### src/rtl/hpc_pkg.sv
// Shared types and constants for the heating curve and PI pump controller.
// Holds the register map, the microcode word layout and the sample record.
// No dependencies.
package hpc_pkg;

	localparam int unsigned CFG_DATA_W = 16;
	localparam int unsigned CFG_IDX_W  = 3;
	localparam int unsigned PC_W       = 4;

	// fixed control constants
	localparam logic signed [11:0] FROST_THRESHOLD = 12'sd48;
	localparam logic signed [31:0] VALVE_MIN       = 32'sd0;
	localparam logic signed [31:0] VALVE_MAX       = 32'sd25600;
	localparam logic [10:0]        PUMP_SP_MIN     = 11'd320;  // 20 degree
	localparam logic signed [12:0] PUMP_HYST       = 13'sd16;  // 1 degree

	typedef enum logic [CFG_IDX_W-1:0] {
		REG_SLOPE   = 3'd0,
		REG_OFFSET  = 3'd1,
		REG_SETBACK = 3'd2,
		REG_FMIN    = 3'd3,
		REG_FMAX    = 3'd4,
		REG_START   = 3'd5,
		REG_KP      = 3'd6,
		REG_KI      = 3'd7
	} reg_idx_t;

	typedef struct packed {
		logic        [9:0]  slope;
		logic signed [9:0]  offset;
		logic        [8:0]  setback;
		logic        [10:0] fmin;
		logic        [10:0] fmax;
		logic signed [10:0] start;
		logic        [15:0] kp;
		logic        [15:0] ki;
	} cfg_t;

	typedef struct packed {
		logic        [9:0]  room_setpoint;
		logic signed [10:0] outside_temp;
		logic signed [10:0] outside_avg;
		logic        [10:0] flow_temp;
		logic               reduced_mode;
		logic               party_active;
	} sample_t;

	typedef enum logic [1:0] {
		MUL_NONE,
		MUL_CURVE,
		MUL_Q0E,
		MUL_KPP
	} mul_sel_t;

	typedef enum logic [3:0] {
		OP_NOP,
		OP_CURVE,
		OP_SETBACK,
		OP_CLAMP_LO,
		OP_CLAMP_HI,
		OP_ERR,
		OP_SAVE,
		OP_DIFF,
		OP_SCALE,
		OP_SAT
	} alu_op_t;

	typedef enum logic [0:0] {
		JC_NONE,
		JC_NO_SETBACK
	} jump_cond_t;

	typedef struct packed {
		mul_sel_t          mul_sel;
		alu_op_t           alu_op;
		jump_cond_t        jump_cond;
		logic [PC_W-1:0]   jump_target;
		logic              last;
	} cw_t;

	typedef struct packed {
		logic run;
		cw_t  cw;
	} ctrl_t;

	typedef struct packed {
		logic setback_en;
		logic out_free;
	} dp_status_t;

endpackage

### src/rtl/hpc_sample_if.sv
// Input channel of the controller: one sample per control period.
// No dependencies.
interface hpc_sample_if;
	logic               valid;
	logic               ready;
	logic        [9:0]  room_setpoint;
	logic signed [10:0] outside_temp;
	logic signed [10:0] outside_avg;
	logic        [10:0] flow_temp;
	logic               reduced_mode;
	logic               party_active;

	modport source (
		output valid, room_setpoint, outside_temp, outside_avg, flow_temp,
		       reduced_mode, party_active,
		input  ready
	);
	modport sink (
		input  valid, room_setpoint, outside_temp, outside_avg, flow_temp,
		       reduced_mode, party_active,
		output ready
	);
endinterface

### src/rtl/hpc_result_if.sv
// Output channel of the controller: one result per accepted sample.
// No dependencies.
interface hpc_result_if;
	logic        valid;
	logic        ready;
	logic [10:0] flow_setpoint;
	logic [14:0] valve_position;
	logic        pump_on;

	modport source (
		output valid, flow_setpoint, valve_position, pump_on,
		input  ready
	);
	modport sink (
		input  valid, flow_setpoint, valve_position, pump_on,
		output ready
	);
endinterface

### src/rtl/heating_curve_pi_pump_control_unit.sv
// Usage notes
// Weather-compensated heating curve with an incremental PI mixing valve
// controller and a hysteresis pump switch. One sample in, one result out.
// Channels: sample (valid/ready request with room setpoint, outside and
// averaged outside temperature, flow temperature and mode flags) and
// result (valid/ready request with flow setpoint, valve position, pump).
// Registers are written through write_en/reg_index/write_data; the user
// must write them only while idle, as the block does not enforce it.
// An 11-step microprogram (step 2, the setback, is skipped with no
// setback) runs one control word a cycle, unless the final step holds,
// through the shared 18x14 multiplier and the accumulator.
// A new request is taken as soon as the program ends, while the previous
// result may still be waiting.
// Stall: if the result is not taken, the program holds on its final step.
// Reset: registers return to their defaults, the valve accumulator, the
// previous error and the pump state clear, and no result is pending.
module heating_curve_pi_pump_control_unit (
	input  logic                           clk,
	input  logic                           arst_n,
	hpc_sample_if.sink                     sample,
	hpc_result_if.source                   result,
	input  logic                           write_en,
	input  logic [hpc_pkg::CFG_IDX_W-1:0]  reg_index,
	input  logic [hpc_pkg::CFG_DATA_W-1:0] write_data
);
	import hpc_pkg::*;

	cfg_t       cfg;
	ctrl_t      ctrl;
	dp_status_t status;
	sample_t    smp;
	logic       in_ready;
	logic       accept;

	assign smp.room_setpoint = sample.room_setpoint;
	assign smp.outside_temp  = sample.outside_temp;
	assign smp.outside_avg   = sample.outside_avg;
	assign smp.flow_temp     = sample.flow_temp;
	assign smp.reduced_mode  = sample.reduced_mode;
	assign smp.party_active  = sample.party_active;

	assign sample.ready = in_ready;
	assign accept       = sample.valid && in_ready;

	hpc_cfg u_cfg (
		.clk        (clk),
		.arst_n     (arst_n),
		.write_en   (write_en),
		.reg_index  (reg_index),
		.write_data (write_data),
		.cfg        (cfg)
	);

	hpc_seq u_seq (
		.clk      (clk),
		.arst_n   (arst_n),
		.in_valid (sample.valid),
		.in_ready (in_ready),
		.status   (status),
		.ctrl     (ctrl)
	);

	hpc_dp u_dp (
		.clk                (clk),
		.arst_n             (arst_n),
		.accept             (accept),
		.sample             (smp),
		.cfg                (cfg),
		.ctrl               (ctrl),
		.status             (status),
		.res_valid          (result.valid),
		.res_ready          (result.ready),
		.res_flow_setpoint  (result.flow_setpoint),
		.res_valve_position (result.valve_position),
		.res_pump_on        (result.pump_on)
	);
endmodule

### src/rtl/hpc_cfg.sv
// Configuration register bank with reset values of the controller.
// Depends on hpc_pkg for the register map and cfg_t.
module hpc_cfg (
	input  logic                           clk,
	input  logic                           arst_n,
	input  logic                           write_en,
	input  logic [hpc_pkg::CFG_IDX_W-1:0]  reg_index,
	input  logic [hpc_pkg::CFG_DATA_W-1:0] write_data,
	output hpc_pkg::cfg_t                  cfg
);
	import hpc_pkg::*;

	cfg_t cfg_q;

	always_ff @(posedge clk or negedge arst_n) begin
		if (!arst_n) begin
			cfg_q.slope   <= 10'd256;
			cfg_q.offset  <= 10'sd0;
			cfg_q.setback <= 9'd160;
			cfg_q.fmin    <= 11'd320;
			cfg_q.fmax    <= 11'd1200;
			cfg_q.start   <= 11'sd272;
			cfg_q.kp      <= 16'd512;
			cfg_q.ki      <= 16'd16;
		end else if (write_en) begin
			case (reg_idx_t'(reg_index))
				REG_SLOPE:   cfg_q.slope   <= write_data[9:0];
				REG_OFFSET:  cfg_q.offset  <= $signed(write_data[9:0]);
				REG_SETBACK: cfg_q.setback <= write_data[8:0];
				REG_FMIN:    cfg_q.fmin    <= write_data[10:0];
				REG_FMAX:    cfg_q.fmax    <= write_data[10:0];
				REG_START:   cfg_q.start   <= $signed(write_data[10:0]);
				REG_KP:      cfg_q.kp      <= write_data;
				REG_KI:      cfg_q.ki      <= write_data;
				default: ;
			endcase
		end
	end

	assign cfg = cfg_q;
endmodule

### src/rtl/hpc_seq.sv
// Microcode sequencer: program ROM, step counter and jump logic.
// Depends on hpc_pkg for the control word and status structs.
module hpc_seq (
	input  logic                clk,
	input  logic                arst_n,
	input  logic                in_valid,
	output logic                in_ready,
	input  hpc_pkg::dp_status_t status,
	output hpc_pkg::ctrl_t      ctrl
);
	import hpc_pkg::*;

	localparam int unsigned N_STEPS = 11;

	function automatic cw_t mk(mul_sel_t m, alu_op_t op, jump_cond_t jc,
	                           logic [PC_W-1:0] tgt, logic lst);
		cw_t w;
		w.mul_sel     = m;
		w.alu_op      = op;
		w.jump_cond   = jc;
		w.jump_target = tgt;
		w.last        = lst;
		return w;
	endfunction

	localparam cw_t ROM [N_STEPS] = '{
		mk(MUL_CURVE, OP_NOP,      JC_NONE,       4'd0, 1'b0), // 0 diff * slope
		mk(MUL_NONE,  OP_CURVE,    JC_NO_SETBACK, 4'd3, 1'b0), // 1 curve, skip setback
		mk(MUL_NONE,  OP_SETBACK,  JC_NONE,       4'd0, 1'b0), // 2
		mk(MUL_NONE,  OP_CLAMP_LO, JC_NONE,       4'd0, 1'b0), // 3
		mk(MUL_NONE,  OP_CLAMP_HI, JC_NONE,       4'd0, 1'b0), // 4
		mk(MUL_NONE,  OP_ERR,      JC_NONE,       4'd0, 1'b0), // 5 setpoint, error
		mk(MUL_Q0E,   OP_NOP,      JC_NONE,       4'd0, 1'b0), // 6
		mk(MUL_KPP,   OP_SAVE,     JC_NONE,       4'd0, 1'b0), // 7
		mk(MUL_NONE,  OP_DIFF,     JC_NONE,       4'd0, 1'b0), // 8
		mk(MUL_NONE,  OP_SCALE,    JC_NONE,       4'd0, 1'b0), // 9
		mk(MUL_NONE,  OP_SAT,      JC_NONE,       4'd0, 1'b1)  // 10 result out
	};

	logic            busy_q;
	logic [PC_W-1:0] pc_q;
	cw_t             cw;
	logic            run;
	logic            jump;

	assign cw  = ROM[pc_q];
	// hold the final step until the result register is free
	assign run = busy_q && !(cw.last && !status.out_free);

	always_comb begin
		case (cw.jump_cond)
			JC_NONE:       jump = 1'b0;
			JC_NO_SETBACK: jump = !status.setback_en;
			default:       jump = 1'b0;
		endcase
	end

	always_ff @(posedge clk or negedge arst_n) begin
		if (!arst_n) begin
			busy_q <= 1'b0;
			pc_q   <= '0;
		end else if (!busy_q) begin
			if (in_valid) begin
				busy_q <= 1'b1;
				pc_q   <= '0;
			end
		end else if (run) begin
			if (cw.last) begin
				busy_q <= 1'b0;
			end else if (jump) begin
				pc_q <= cw.jump_target;
			end else begin
				pc_q <= pc_q + 1'b1;
			end
		end
	end

	assign in_ready = !busy_q;
	assign ctrl.run = run;
	assign ctrl.cw  = cw;
endmodule

### src/rtl/hpc_dp.sv
// Datapath: sample latch, shared multiplier, accumulator ALU, controller
// state and the result register. Driven by control words from hpc_seq.
module hpc_dp (
	input  logic                clk,
	input  logic                arst_n,
	input  logic                accept,
	input  hpc_pkg::sample_t    sample,
	input  hpc_pkg::cfg_t       cfg,
	input  hpc_pkg::ctrl_t      ctrl,
	output hpc_pkg::dp_status_t status,
	output logic                res_valid,
	input  logic                res_ready,
	output logic [10:0]         res_flow_setpoint,
	output logic [14:0]         res_valve_position,
	output logic                res_pump_on
);
	import hpc_pkg::*;

	sample_t            smp_q;
	logic signed [31:0] prod_q;
	logic signed [31:0] acc_q;
	logic signed [31:0] tmp_q;
	logic        [10:0] sp_q;
	logic signed [12:0] e_q;
	logic signed [12:0] prev_error_q;
	logic        [14:0] valve_acc_q;
	logic               pump_q;
	logic               valid_q;
	logic        [10:0] out_sp_q;
	logic        [14:0] out_valve_q;
	logic               out_pump_q;

	logic signed [12:0] diff;
	logic signed [17:0] mul_a;
	logic signed [13:0] mul_b;
	logic signed [31:0] mul_p;
	logic signed [31:0] acc_d;
	logic signed [31:0] fmin_s;
	logic signed [31:0] fmax_s;
	logic        [14:0] valve_sat;
	logic signed [12:0] start_s;
	logic signed [12:0] avg_s;
	logic signed [11:0] outside_s;
	logic               pump_d;
	logic               do_op;

	assign diff  = $signed({3'b000, smp_q.room_setpoint})
	             - {{2{smp_q.outside_temp[10]}}, smp_q.outside_temp};
	assign fmin_s = $signed({21'd0, cfg.fmin});
	assign fmax_s = $signed({21'd0, cfg.fmax});

	always_comb begin
		case (ctrl.cw.mul_sel)
			MUL_CURVE: begin
				mul_a = $signed({8'd0, cfg.slope});
				mul_b = {diff[12], diff};
			end
			MUL_Q0E: begin
				mul_a = $signed({1'b0, {1'b0, cfg.kp} + {1'b0, cfg.ki}});
				mul_b = {e_q[12], e_q};
			end
			MUL_KPP: begin
				mul_a = $signed({2'b00, cfg.kp});
				mul_b = {prev_error_q[12], prev_error_q};
			end
			default: begin
				mul_a = '0;
				mul_b = '0;
			end
		endcase
	end
	assign mul_p = 32'(mul_a) * 32'(mul_b);

	// saturate the new valve value to its travel
	always_comb begin
		if (acc_q < VALVE_MIN) begin
			valve_sat = VALVE_MIN[14:0];
		end else if (acc_q > VALVE_MAX) begin
			valve_sat = VALVE_MAX[14:0];
		end else begin
			valve_sat = acc_q[14:0];
		end
	end

	// pump with hysteresis around the start threshold, frost switch-on within the band
	assign start_s   = {{2{cfg.start[10]}}, cfg.start};
	assign avg_s     = {{2{smp_q.outside_avg[10]}}, smp_q.outside_avg};
	assign outside_s = {smp_q.outside_temp[10], smp_q.outside_temp};
	always_comb begin
		if (avg_s < start_s && sp_q > PUMP_SP_MIN) begin
			pump_d = 1'b1;
		end else if (avg_s > start_s + PUMP_HYST) begin
			pump_d = 1'b0;
		end else if (outside_s < FROST_THRESHOLD) begin
			pump_d = 1'b1;
		end else begin
			pump_d = pump_q;
		end
	end

	always_comb begin
		acc_d = acc_q;
		case (ctrl.cw.alu_op)
			OP_CURVE:    acc_d = (prod_q >>> 8) + $signed({22'd0, smp_q.room_setpoint})
			                   + $signed({{22{cfg.offset[9]}}, cfg.offset});
			OP_SETBACK:  acc_d = acc_q - $signed({23'd0, cfg.setback});
			OP_CLAMP_LO: acc_d = (acc_q < fmin_s) ? fmin_s : acc_q;
			OP_CLAMP_HI: acc_d = (acc_q > fmax_s) ? fmax_s : acc_q;
			OP_DIFF:     acc_d = tmp_q - prod_q;
			OP_SCALE:    acc_d = (acc_q >>> 4) + $signed({17'd0, valve_acc_q});
			default:     acc_d = acc_q;
		endcase
	end

	assign do_op = ctrl.run;

	always_ff @(posedge clk) begin
		if (accept) begin
			smp_q <= sample;
		end
		if (do_op) begin
			if (ctrl.cw.mul_sel != MUL_NONE) begin
				prod_q <= mul_p;
			end
			acc_q <= acc_d;
			if (ctrl.cw.alu_op == OP_SAVE) begin
				tmp_q <= prod_q;
			end
			if (ctrl.cw.alu_op == OP_ERR) begin
				sp_q <= acc_q[10:0];
				e_q  <= $signed({2'b00, acc_q[10:0]}) - $signed({2'b00, smp_q.flow_temp});
			end
			if (ctrl.cw.alu_op == OP_SAT) begin
				out_sp_q    <= sp_q;
				out_valve_q <= valve_sat;
				out_pump_q  <= pump_d;
			end
		end
	end

	always_ff @(posedge clk or negedge arst_n) begin
		if (!arst_n) begin
			prev_error_q <= '0;
			valve_acc_q  <= '0;
			pump_q       <= 1'b0;
			valid_q      <= 1'b0;
		end else begin
			if (do_op && ctrl.cw.alu_op == OP_SAT) begin
				prev_error_q <= e_q;
				valve_acc_q  <= valve_sat;
				pump_q       <= pump_d;
				valid_q      <= 1'b1;
			end else if (res_ready) begin
				valid_q <= 1'b0;
			end
		end
	end

	assign status.setback_en = smp_q.reduced_mode && !smp_q.party_active;
	assign status.out_free   = !valid_q || res_ready;

	assign res_valid          = valid_q;
	assign res_flow_setpoint  = out_sp_q;
	assign res_valve_position = out_valve_q;
	assign res_pump_on        = out_pump_q;
endmodule
### src/flat_wrapper.sv
// flat-port wrapper written by rule: the top's interface ports become plain ports
module heating_curve_pi_pump_control_unit_flat import hpc_pkg::*;
  (clk, arst_n, write_en, reg_index, write_data, sample_valid, sample_room_setpoint, sample_outside_temp, sample_outside_avg, sample_flow_temp, sample_reduced_mode, sample_party_active, sample_ready, result_valid, result_flow_setpoint, result_valve_position, result_pump_on, result_ready);
  hpc_sample_if sample_i ();
  hpc_result_if result_i ();
  input  logic clk;
  input  logic arst_n;
  input  logic write_en;
  input  logic [hpc_pkg::CFG_IDX_W-1:0] reg_index;
  input  logic [hpc_pkg::CFG_DATA_W-1:0] write_data;
  input wire logic [$bits(sample_i.valid)-1:0] sample_valid;
  input wire logic [$bits(sample_i.room_setpoint)-1:0] sample_room_setpoint;
  input wire logic [$bits(sample_i.outside_temp)-1:0] sample_outside_temp;
  input wire logic [$bits(sample_i.outside_avg)-1:0] sample_outside_avg;
  input wire logic [$bits(sample_i.flow_temp)-1:0] sample_flow_temp;
  input wire logic [$bits(sample_i.reduced_mode)-1:0] sample_reduced_mode;
  input wire logic [$bits(sample_i.party_active)-1:0] sample_party_active;
  output wire logic [$bits(sample_i.ready)-1:0] sample_ready;
  output wire logic [$bits(result_i.valid)-1:0] result_valid;
  output wire logic [$bits(result_i.flow_setpoint)-1:0] result_flow_setpoint;
  output wire logic [$bits(result_i.valve_position)-1:0] result_valve_position;
  output wire logic [$bits(result_i.pump_on)-1:0] result_pump_on;
  input wire logic [$bits(result_i.ready)-1:0] result_ready;
  assign sample_i.valid = sample_valid;
  assign sample_i.room_setpoint = sample_room_setpoint;
  assign sample_i.outside_temp = sample_outside_temp;
  assign sample_i.outside_avg = sample_outside_avg;
  assign sample_i.flow_temp = sample_flow_temp;
  assign sample_i.reduced_mode = sample_reduced_mode;
  assign sample_i.party_active = sample_party_active;
  assign sample_ready = sample_i.ready;
  assign result_valid = result_i.valid;
  assign result_flow_setpoint = result_i.flow_setpoint;
  assign result_valve_position = result_i.valve_position;
  assign result_pump_on = result_i.pump_on;
  assign result_i.ready = result_ready;
  heating_curve_pi_pump_control_unit u_core (.clk(clk), .arst_n(arst_n), .sample(sample_i), .result(result_i), .write_en(write_en), .reg_index(reg_index), .write_data(write_data));
endmodule
### config.mk
export PLATFORM = sky130hd
export DESIGN_NAME = heating_curve_pi_pump_control_unit_flat
export DESIGN_NICKNAME = d
export VERILOG_FILES = /design/src/rtl/hpc_pkg.sv /design/src/rtl/hpc_sample_if.sv /design/src/rtl/hpc_result_if.sv /design/src/rtl/heating_curve_pi_pump_control_unit.sv /design/src/rtl/hpc_cfg.sv /design/src/rtl/hpc_seq.sv /design/src/rtl/hpc_dp.sv /design/src/flat_wrapper.sv
export SDC_FILE = /design/constraint.sdc
export NUM_CORES = 1
export LEC_CHECK = 0
export BUFFER_PORTS_ARGS = -buffer_cell sky130_fd_sc_hd__buf_2
export CAP_MARGIN = 20
export CORE_UTILIZATION = 50
export CTS_BUF_LIST = sky130_fd_sc_hd__clkbuf_8
export CTS_CLUSTER_SIZE = 12
export DETAILED_ROUTE_END_ITERATION = 6
export GPL_TIMING_DRIVEN = 0
export HOLD_SLACK_MARGIN = 0.06
export PLACE_DENSITY = 0.66
export SYNTH_ARGS = -nofsm -noshare
export SYNTH_HDL_FRONTEND = slang
export SYNTH_HIERARCHICAL = 1
export SYNTH_SLANG_ARGS = --single-unit
### constraint.sdc
create_clock -name clk -period 10.5 [get_ports clk]
set_input_delay 0.525 -clock clk [delete_from_list [all_inputs] [get_ports clk]]
set_output_delay 0.525 -clock clk [all_outputs]
set_load 0.03 [all_outputs]
==> flow_summary.json, run 1 <==
{
  "outcome": "completed",
  "syn_to_final_growth_pct": 11.52,
  "synth_cells": 2771,
  "leakagePower_nw": 14.58,
  "multi_input_area_um2": 17510,
  "wl_per_cell_um": 20.72,
  "crit_path_frequent_cell": "inv_1",
  "worstReg2RegStart": "u_core/u_seq/pc_q[2]",
  "clock_sinks": 319,
  "num_vias": 21610,
  "io_pins": 98,
  "whs_path_depth": 2,
  "max_cap_violations": 0,
  "hold_class": "primary input to register",
  "cts_tree": "done",
  "syn_area_um2": 28150,
  "via_per_inst": 5.712,
  "fin_ws_ps": 487.1,
  "coreArea_um2": 55420,
  "clock.fmax_mhz": 99.87,
  "synth.avg_cell_area_um2": 10.16,
  "clk_path_buf_depth": 3,
  "synth_warnings": 6,
  "antenna_found_initial": 1,
  "r2r_end": "u_core/u_dp/prod_q[31]",
  "grt_overflow": 0,
  "slowest_stage": "a22oi_1",
  "tightestPinTransition_ps": 1255,
  "endpoint_kind": "register",
  "dieArea_um2": 57260,
  "worstPathRequired_ps": 10850,
  "post-route-drc-count": 0,
  "cts.clk_slew.worst_paths_ps": 60,
  "numPortBuffers": 94,
  "layout-drive-gt1-share": 0.1301,
  "place_hpwl_um": 61340,
  "finalSetupViolCount": 0,
  "final.fill_count": 4839,
  "slew_viol_final": 0,
  "fin_crit_sh": 0.9536,
  "gp_congestion": 0.9409,
  "grt_use_total": 0.2804,
  "num_rows": 86,
  "fin_util": 0.5666,
  "min_from": "write_data[12]",
  "r2r_setup_slack_ps": 490,
  "regArea_um2": 8955,
  "slew_headroom": 0.1632,
  "cts-buffers-inserted": 59,
  "syn_nets": 3325,
  "slowest_delay_ps": 630,
  "fin_nets": 3538,
  "final_area_um2": 31400,
  "clk_root_buffer_cell": "clkbuf_8",
  "hold_violations": 0,
  "grt_pass1_wl_um": 122900,
  "reg2reg_depth": 29,
  "period_needed_ps": 10010,
  "arrival_ps": 10370,
  "antenna_left": 0,
  "post-place-ws_ps": 64.13,
  "cp_max_fo": 10,
  "powerDensity_nw_per_um2": 240.4,
  "die_h_um": 239.3,
  "min_to": "u_core/u_cfg/cfg[12]",
  "initial_core_util": 0.5081,
  "routed_wl_um": 78390,
  "place_area_um2": 29680,
  "finClkSkew_ps": 105.9,
  "die_w_um": 239.3,
  "rsz0062_at_grt": "false",
  "peakVddDrop_uv": 150.8,
  "first_pass_iters": 6,
  "drt_iter0_drc": 1679,
  "clkLatencyLatePin_ps": 710,
  "cp-start-kind": "register",
  "grt_pass1_vias": 22210,
  "path_class": "register to register",
  "cts-htree-levels": 2,
  "grt_max_degree": 88
}
==> per-layer routing <==
metal,track usage,part of all wire,up-vias
li1,-,-,10060
met1,0.3560,0.42,10630
met2,0.4711,0.47,752
met3,0.05059,0.066,173
met4,0.1144,0.041,0
met5,0,0,-
==> worst max-delay path by stage <==
stage	startpoint	end	cells past startpoint
after floorplan	u_core/u_dp/smp_q[35]	u_core/u_dp/prod_q[31]	33
after global placement	u_core/u_seq/pc_q[2]	u_core/u_dp/prod_q[31]	26
after detailed placement	u_core/u_seq/pc_q[1]	u_core/u_dp/prod_q[31]	32
after CTS	u_core/u_seq/pc_q[2]	u_core/u_dp/prod_q[31]	30
after global routing	u_core/u_seq/pc_q[2]	u_core/u_dp/prod_q[31]	31
final	u_core/u_seq/pc_q[2]	u_core/u_dp/prod_q[31]	29
==> where the power goes <==
part / internal, mW / switching, mW / leakage [nW]
clock: 0.589 / 0.563 / 0.688
sequential: 1.85 / 0.342 / 3.32
combinational: 1.60 / 2.61 / 10.6
==> layout by cell type, fill, tap and decap left out, types with 11 or more instances in the layout <==
master,count
inv_1,391
ha_1,290
nand2_1,224
fa_1,195
edfxtp_1,191
nor2_1,190
a21oi_1,121
dfrtp_1,115
xnor2_1,106
buf_2,101
o21ai_0,97
mux2_2,96
a21o_1,74
clkbuf_8,67
clkbuf_1,57
xor2_1,48
dlygate4sd3_1,47
nand2b_1,47
nor3_1,43
nor2b_1,31
nand3_1,28
o211ai_1,22
o21a_1,22
mux2_4,20
and2_1,20
nand4_1,20
a31oi_1,19
a22oi_1,19
a211oi_1,18
o21bai_1,14
dfstp_2,13
and3_1,12
or3_1,11
==> flip-flops by register name (all words and copies together), names as in the netlist, 4 cells and up <==
register / flops
u_core/u_seq/pc_q: 4
u_core/u_dp/sp_q: 11
u_core/u_dp/acc_q: 32
u_core/u_dp/tmp_q: 32
u_core/u_dp/e_q: 12
u_core/u_dp/smp_q: 23
u_core/u_dp/outside_s: 11
u_core/u_dp/prev_error_q: 12
u_core/u_dp/valve_acc_q: 15
u_core/u_dp/res_valve_position: 15
u_core/u_dp/prod_q: 32
u_core/u_dp/avg_s: 11
u_core/u_cfg/cfg: 94
u_core/u_dp/res_flow_setpoint: 11
==> critical path: cells and delay by family, from the launching register on <==
family,cells,cell delay [ps]
flops,1,480
xor+xnor,1,110
fa+ha+maj,7,3480
buf+inv,9,1520
compound gates,7,2500
mux,1,430
simple gates,4,1130
==> timing repair <==
action                                  in CTS  in global routing
hold buffers                                47                  0
endpoints found under the setup margin       1                  8
hold endpoints to repair                    81                  0
resized for setup                            2                 24
pin swaps                                    0                  2
setup buffers                                0                  3
==> per-stage QoR <==
step           TNS [ps]  power, mW  hold WS [ps]  std cells
3_3_place_gp     -410.0      6.167         421.3       3613
3_5_place_dp          0      6.299         429.8       3619
2_1_floorplan         0      5.029         229.4       2771
5_1_grt               0      8.080         90.98       3784
6_report              0      7.549         103.0       3784
4_1_cts               0      7.503         66.39       3778
==> area by class of cell <==
type                       count  share of cell area
clock inverter                45            0.007014
inverter                     366             0.04380
buffer                        84             0.01251
antenna                        1          0.00007970
tap                          748             0.02981
clock buffer                  67             0.02937
multi-input combinational   2002              0.5577
timing repair buffer         152             0.03455
sequential                   319              0.2852
No activity file was read; power rests on OpenSTA's default activity.
==> inputs of run 2 (changes only) <==
--- a/config.mk
+++ b/config.mk
@@ -5,15 +5,19 @@
 export SDC_FILE = /design/constraint.sdc
 export NUM_CORES = 1
 export LEC_CHECK = 0
+export ABC_AREA = 0
 export BUFFER_PORTS_ARGS = -buffer_cell sky130_fd_sc_hd__buf_2
 export CAP_MARGIN = 20
-export CORE_UTILIZATION = 50
+export CELL_PAD_IN_SITES_DETAIL_PLACEMENT = 1
+export CELL_PAD_IN_SITES_GLOBAL_PLACEMENT = 2
+export CORE_MARGIN = 4
+export CORE_UTILIZATION = 43
 export CTS_BUF_LIST = sky130_fd_sc_hd__clkbuf_8
 export CTS_CLUSTER_SIZE = 12
 export DETAILED_ROUTE_END_ITERATION = 6
 export GPL_TIMING_DRIVEN = 0
 export HOLD_SLACK_MARGIN = 0.06
-export PLACE_DENSITY = 0.66
+export PLACE_DENSITY_LB_ADDON = 0.1
 export SYNTH_ARGS = -nofsm -noshare
 export SYNTH_HDL_FRONTEND = slang
 export SYNTH_HIERARCHICAL = 1
==> run 2 against run 1 <==
  * Clock power is 12% higher
  * Power rose by 3.9%
  * Final area increased by 1.0%
==> flow_summary.json, run 2 (synthesis gave the netlist of run 1 again) <==
{
  "r2r_end": "u_core/u_dp/prod_q[31]",
  "gp_congestion": 0.9030,
  "path_class": "register to register",
  "endpoint": "u_core/u_dp/prod_q[31]",
  "hold_class": "primary input to register",
  "fin_tns_setup_ps": 0,
  "coreArea_um2": 64580,
  "reg2reg_depth": 30,
  "final.fill_count": 7165,
  "power_frac_comb": 0.554,
  "crit_path_frequent_cell": "inv_1",
  "place_hpwl_um": 69690,
  "multi_input_area_um2": 17510,
  "cp_num_cells": 30,
  "period_needed_ps": 10060,
  "syn_to_final_growth_pct": 12.68,
  "grt_overflow": 0,
  "grt-busiest-layer": "met2",
  "grt_max_degree": 83,
  "cp_max_fo": 10,
  "largest_reg_flops": 94,
  "use_met2": 0.4354,
  "internal_power_mw": 4.176,
  "regArea_um2": 8955,
  "grt_pass1_vias": 23610,
  "cts_tree": "done",
  "routed_wl_um": 87590,
  "fin_crit_sh": 0.9585,
  "finalSetupViolCount": 0,
  "grt_pass1_wl_um": 136800,
  "drt_iter0_drc": 1232,
  "max_cap_violations": 0,
  "wl_per_cell_um": 22.47,
  "whs_path_depth": 3,
  "die_h_um": 263.9,
  "initial_core_util": 0.4360,
  "worstPathRequired_ps": 10910,
  "layout-drive-gt1-share": 0.1297,
  "slew_headroom": 0.2100,
  "endpoint_kind": "register",
  "post-route-drc-count": 0,
  "power_frac_seq": 0.281,
  "tightestPinTransition_ps": 1185,
  "final_cell_mix": "385 x inv_1, 290 x ha_1, 224 x nand2_1, 195 x fa_1, 191 x edfxtp_1",
  "final_cells": 3899,
  "p_sw_mw": 3.670,
  "antenna_left": 0,
  "startpoint": "u_core/u_seq/pc_q[2]",
  "grt_use_total": 0.2504,
  "dieArea_um2": 69630,
  "cp_top_family": "adder cells",
  "num_rows": 93,
  "p_sw_frac": 0.4677,
  "peakVddDrop_uv": 133.8,
  "path_buf_inv": 9,
  "outcome": "completed",
  "worstReg2RegStart": "u_core/u_seq/pc_q[2]",
  "rsz0062_at_grt": "false",
  "cp-start-kind": "register",
  "grt_util_met1": 0.3240,
  "dp.cells": 3728,
  "leakagePower_nw": 14.63,
  "io_pins": 98,
  "cts-htree-levels": 2,
  "cts.clk_slew.worst_paths_ps": 70,
  "powerDensity_nw_per_um2": 247.3,
  "clk_root_buffer_cell": "clkbuf_8",
  "cts-buffers-inserted": 60,
  "arrival_ps": 10470,
  "clock_sinks": 319,
  "clkLatencyLatePin_ps": 680,
  "fin_nets": 3542,
  "grtUsageMet3": 0.03027,
  "p_clk_frac": 0.165,
  "numPortBuffers": 94,
  "finClkSkew_ps": 59.88,
  "num_vias": 21390,
  "slowest_delay_ps": 560,
  "slew_viol_final": 0,
  "slowest_stage": "fa_1",
  "clk_path_buf_depth": 3,
  "final_common_cell": "inv_1",
  "via_per_inst": 5.486,
  "first_pass_iters": 5,
  "r2r_setup_slack_ps": 440,
  "antenna_found_initial": 9,
  "hold_violations": 0,
  "clock.fmax_mhz": 99.36,
  "die_w_um": 263.9
}
==> run 2: cell types whose count changed in the layout (fill, tap and decap cells not counted), sizes merged <==
| cell | delta |
|---|---|
| buf | -2 |
| bufinv | +5 |
| clkbuf | +1 |
| clkinv | +3 |
| clkinvlp | -1 |
| diode | +5 |
| dlygate4sd3 | +5 |
| inv | -8 |
==> run 2: repair_timing <==
action	4_1_cts	5_1_grt
buffers inserted	0	0
setup endpoints to repair	3	8
resized for setup	4	12
endpoints found under the hold margin	96	0
hold buffers	52	0
==> run 2: cell type report <==
| type | instances | area share |
|---|---|---|
| diodes | 6 | 0.0004733 |
| plain buffers | 84 | 0.01219 |
| clock buffers | 68 | 0.02950 |
| clock inverters | 44 | 0.01025 |
| inverters | 366 | 0.04334 |
| multi-input cells | 2002 | 0.5518 |
| flip-flops and latches | 319 | 0.2823 |
| well taps | 855 | 0.03372 |
| repair buffers | 155 | 0.03640 |
==> run 2: how the worst min path moves through the flow <==
stage,startpoint,to
floorplan,arst_n,u_core/u_cfg/cfg[0]
global placement,u_core/u_dp/sp_q[8],u_core/u_dp/res_flow_setpoint[8]
detailed placement,u_core/u_dp/sp_q[1],u_core/u_dp/res_flow_setpoint[1]
CTS,result_ready,u_core/u_seq/busy_q
global route,result_ready,u_core/u_seq/busy_q
finish,result_ready,u_core/u_seq/busy_q
==> run 2: through the flow <==
step	utilization	hold WS, ps	total power, mW	cell area (um^2)	setup slack (ps)
after floorplan	-	229.4	5.029	28150	2078
after global placement	0.4598	424.7	6.348	29690	-789.8
after detailed placement	0.4625	433.8	6.497	29870	-318.9
after CTS	0.4903	158.7	7.866	31660	107.1
after global routing	0.4911	216.9	8.422	31710	4.125
final	0.4912	221.2	7.846	31720	435.9
==> run 2: worst register-to-register path, delay by kind of cell (launching register included) <==
| family | cells | cell delay, ps |
|---|---|---|
| AO/OA/AOI/OAI | 6 | 1850 |
| XOR/XNOR | 1 | 130 |
| adder cells (fa/ha/maj) | 7 | 3260 |
| buffers and inverters | 9 | 1780 |
| flip-flops | 1 | 480 |
| AND/OR/NAND/NOR | 7 | 2290 |
==> run 2: power groups by stage <==
stage	Combinational (mW)	Sequential (mW)	Clock [mW]
final	4.35	2.21	1.29
after global routing	4.78	2.25	1.40
after CTS	4.32	2.21	1.34
after detailed placement	4.27	2.23	0
after global placement	4.12	2.23	0
after floorplan	2.92	2.11	0
==> run 2: per-layer routing <==
layer / up-vias / wire length (um)
met5: - / 0
met3: 166 / 3599
met1: 10780 / 37980
met4: 0 / 3329
met2: 377 / 42690
li1: 10070 / -
==> inputs of run 3 (changes only) <==
--- a/config.mk
+++ b/config.mk
@@ -17,7 +17,7 @@
 export DETAILED_ROUTE_END_ITERATION = 6
 export GPL_TIMING_DRIVEN = 0
 export HOLD_SLACK_MARGIN = 0.06
-export PLACE_DENSITY_LB_ADDON = 0.1
+export PLACE_DENSITY_LB_ADDON = 0.15
 export SYNTH_ARGS = -nofsm -noshare
 export SYNTH_HDL_FRONTEND = slang
 export SYNTH_HIERARCHICAL = 1
==> run 3 against run 2 <==
  * Hold slack worse by 120 ps
  * Critical path depth up 2
  * Final area down 0.40%
  * Sequential cell count unchanged
  * Clock-buffer cell count down 4
  * First-iteration DRC count up 13%
  * Power down 0.97%
  * Wire length up 0.50%
  * Critical path type unchanged
==> flow_summary.json, run 3 (synthesis gave the netlist of run 1 again) <==
{
  "outcome": "completed",
  "clkLatencyLatePin_ps": 700,
  "hold_violations": 0,
  "min_to": "u_core/u_dp/smp_q[10]",
  "antenna_left": 0,
  "worstPathRequired_ps": 10910,
  "worstReg2RegStart": "u_core/u_dp/smp_q[35]",
  "grt_pass1_wl_um": 138400,
  "slowest_delay_ps": 580,
  "die_h_um": 263.9,
  "post_cts_buffers": 0,
  "reg2reg_depth": 32,
  "hold_class": "primary input to register",
  "slew_viol_final": 0,
  "final.fill_count": 7264,
  "startpoint": "u_core/u_dp/smp_q[35]",
  "numPortBuffers": 94,
  "num_vias": 21650,
  "dp.cells": 3728,
  "min_from": "sample_flow_temp[8]",
  "final_common_cell": "inv_1",
  "clock.fmax_mhz": 100.2,
  "grt_overflow": 0,
  "cp_max_fo": 10,
  "whs_path_depth": 1,
  "cts-htree-levels": 2,
  "path_class": "register to register",
  "arrival_ps": 10390,
  "cp-start-kind": "register",
  "grt_use_total": 0.2520,
  "final_cell_mix": "383 x inv_1, 290 x ha_1, 224 x nand2_1, 195 x fa_1, 191 x edfxtp_1",
  "antenna_found_initial": 4,
  "num_rows": 93,
  "powerDensity_nw_per_um2": 245.9,
  "syn_to_final_growth_pct": 12.23,
  "crit_path_frequent_cell": "fa_1",
  "whs_ps": 103.0,
  "max_cap_violations": 0,
  "fin_tns_setup_ps": 0,
  "cts-buffers-inserted": 59,
  "drt_iter0_drc": 1387,
  "fin_crit_sh": 0.9503,
  "largest_reg_flops": 94,
  "finClkSkew_ps": 75.21,
  "cts_tree": "done",
  "layout-drive-gt1-share": 0.1288,
  "cts.clk_slew.worst_paths_ps": 70,
  "routed_wl_um": 88030,
  "via_per_inst": 5.561,
  "die_w_um": 263.9,
  "tightestPinTransition_ps": 1078,
  "wl_per_cell_um": 22.61,
  "peakVddDrop_uv": 136.5,
  "slew_headroom": 0.2739,
  "post-route-drc-count": 0,
  "initial_core_util": 0.4360,
  "clk_path_buf_depth": 3,
  "endpoint_kind": "register",
  "io_pins": 98,
  "final_cells": 3893,
  "period_needed_ps": 9979,
  "gp_congestion": 0.8993,
  "clk_root_buffer_cell": "clkbuf_8",
  "r2r_setup_slack_ps": 520,
  "first_pass_iters": 5,
  "leakagePower_nw": 14.58,
  "r2r_end": "u_core/u_dp/prod_q[31]",
  "rsz0062_at_grt": "false",
  "coreArea_um2": 64580,
  "dieArea_um2": 69630,
  "grt_pass1_vias": 23870,
  "finalSetupViolCount": 0,
  "fin_nets": 3539,
  "clock_sinks": 319,
  "slowest_stage": "fa_1",
  "place_hpwl_um": 69660,
  "grt_max_degree": 86
}
==> run 3: cell count changes in the layout (fill, tap and decap cells not counted), moves of 2 or more <==
cell,delta
clkbuf_8,-4
clkinv_1,+4
diode_2,-3
clkinv_2,+2
inv_1,-2
bufinv_16,-3
==> run 3: area by class of cell <==
class	instances	area, um^2	share of cell area
multi-input cells	2002	17510	0.5541
flip-flops and latches	319	8955	0.2834
inverters	366	1375	0.04352
repair buffers	153	1137	0.03600
well taps	855	1070	0.03386
clock buffers	64	880.8	0.02788
plain buffers	84	387.9	0.01228
clock inverters	47	275.3	0.008712
diodes	3	7.507	0.0002376
==> run 3: worst max-delay path by stage <==
stage | to | slack, ps
finish | u_core/u_dp/prod_q[31] | 520
global placement | u_core/u_dp/prod_q[31] | -860
detailed placement | u_core/u_dp/prod_q[31] | -630
global route | u_core/u_dp/prod_q[31] | 6
floorplan | u_core/u_dp/prod_q[31] | 2080
CTS | u_core/u_dp/prod_q[31] | 30
==> run 3: stage by stage <==
stage,instance area [um^2],total power [mW],setup WS [ps],utilization
6_report,31600,7.769,521.5,0.4893
3_5_place_dp,29870,6.505,-632.8,0.4625
3_3_place_gp,29690,6.334,-857.3,0.4598
5_1_grt,31590,8.353,6.463,0.4892
4_1_cts,31550,7.770,32.77,0.4885
2_1_floorplan,28150,5.029,2078,-
==> run 3: repair_timing <==
action	4_1_cts	5_1_grt
hold endpoints to repair	91	0
resized for setup	5	13
hold buffers	51	0
endpoints found under the setup margin	7	5
==> run 3: per-layer routing <==
| metal | vias to the layer above | wire [um] | track usage |
|---|---|---|---|
| met5 | - | 0 | 0 |
| met4 | 0 | 2789 | 0.07353 |
| met3 | 145 | 3207 | 0.02543 |
| met2 | 417 | 43890 | 0.4507 |
| met1 | 11050 | 38150 | 0.3244 |
| li1 | 10040 | - | - |
==> run 3: worst max-delay path: cells and delay by family (launching register included) <==
family                   cells  cell delay (ps)
buffers and inverters        6              900
flip-flops                   1              390
AND/OR/NAND/NOR              5              670
XOR/XNOR                     2              340
AO/OA/AOI/OAI               10             3300
adder cells (fa/ha/maj)      9             4130
==> run 3: power breakdown <==
group / total, mW / leakage, nW / internal (mW) / switching, mW
Clock: 1.21 / 0.673 / 0.616 / 0.589
Combinational: 4.36 / 10.6 / 1.61 / 2.74
Sequential: 2.21 / 3.32 / 1.85 / 0.360
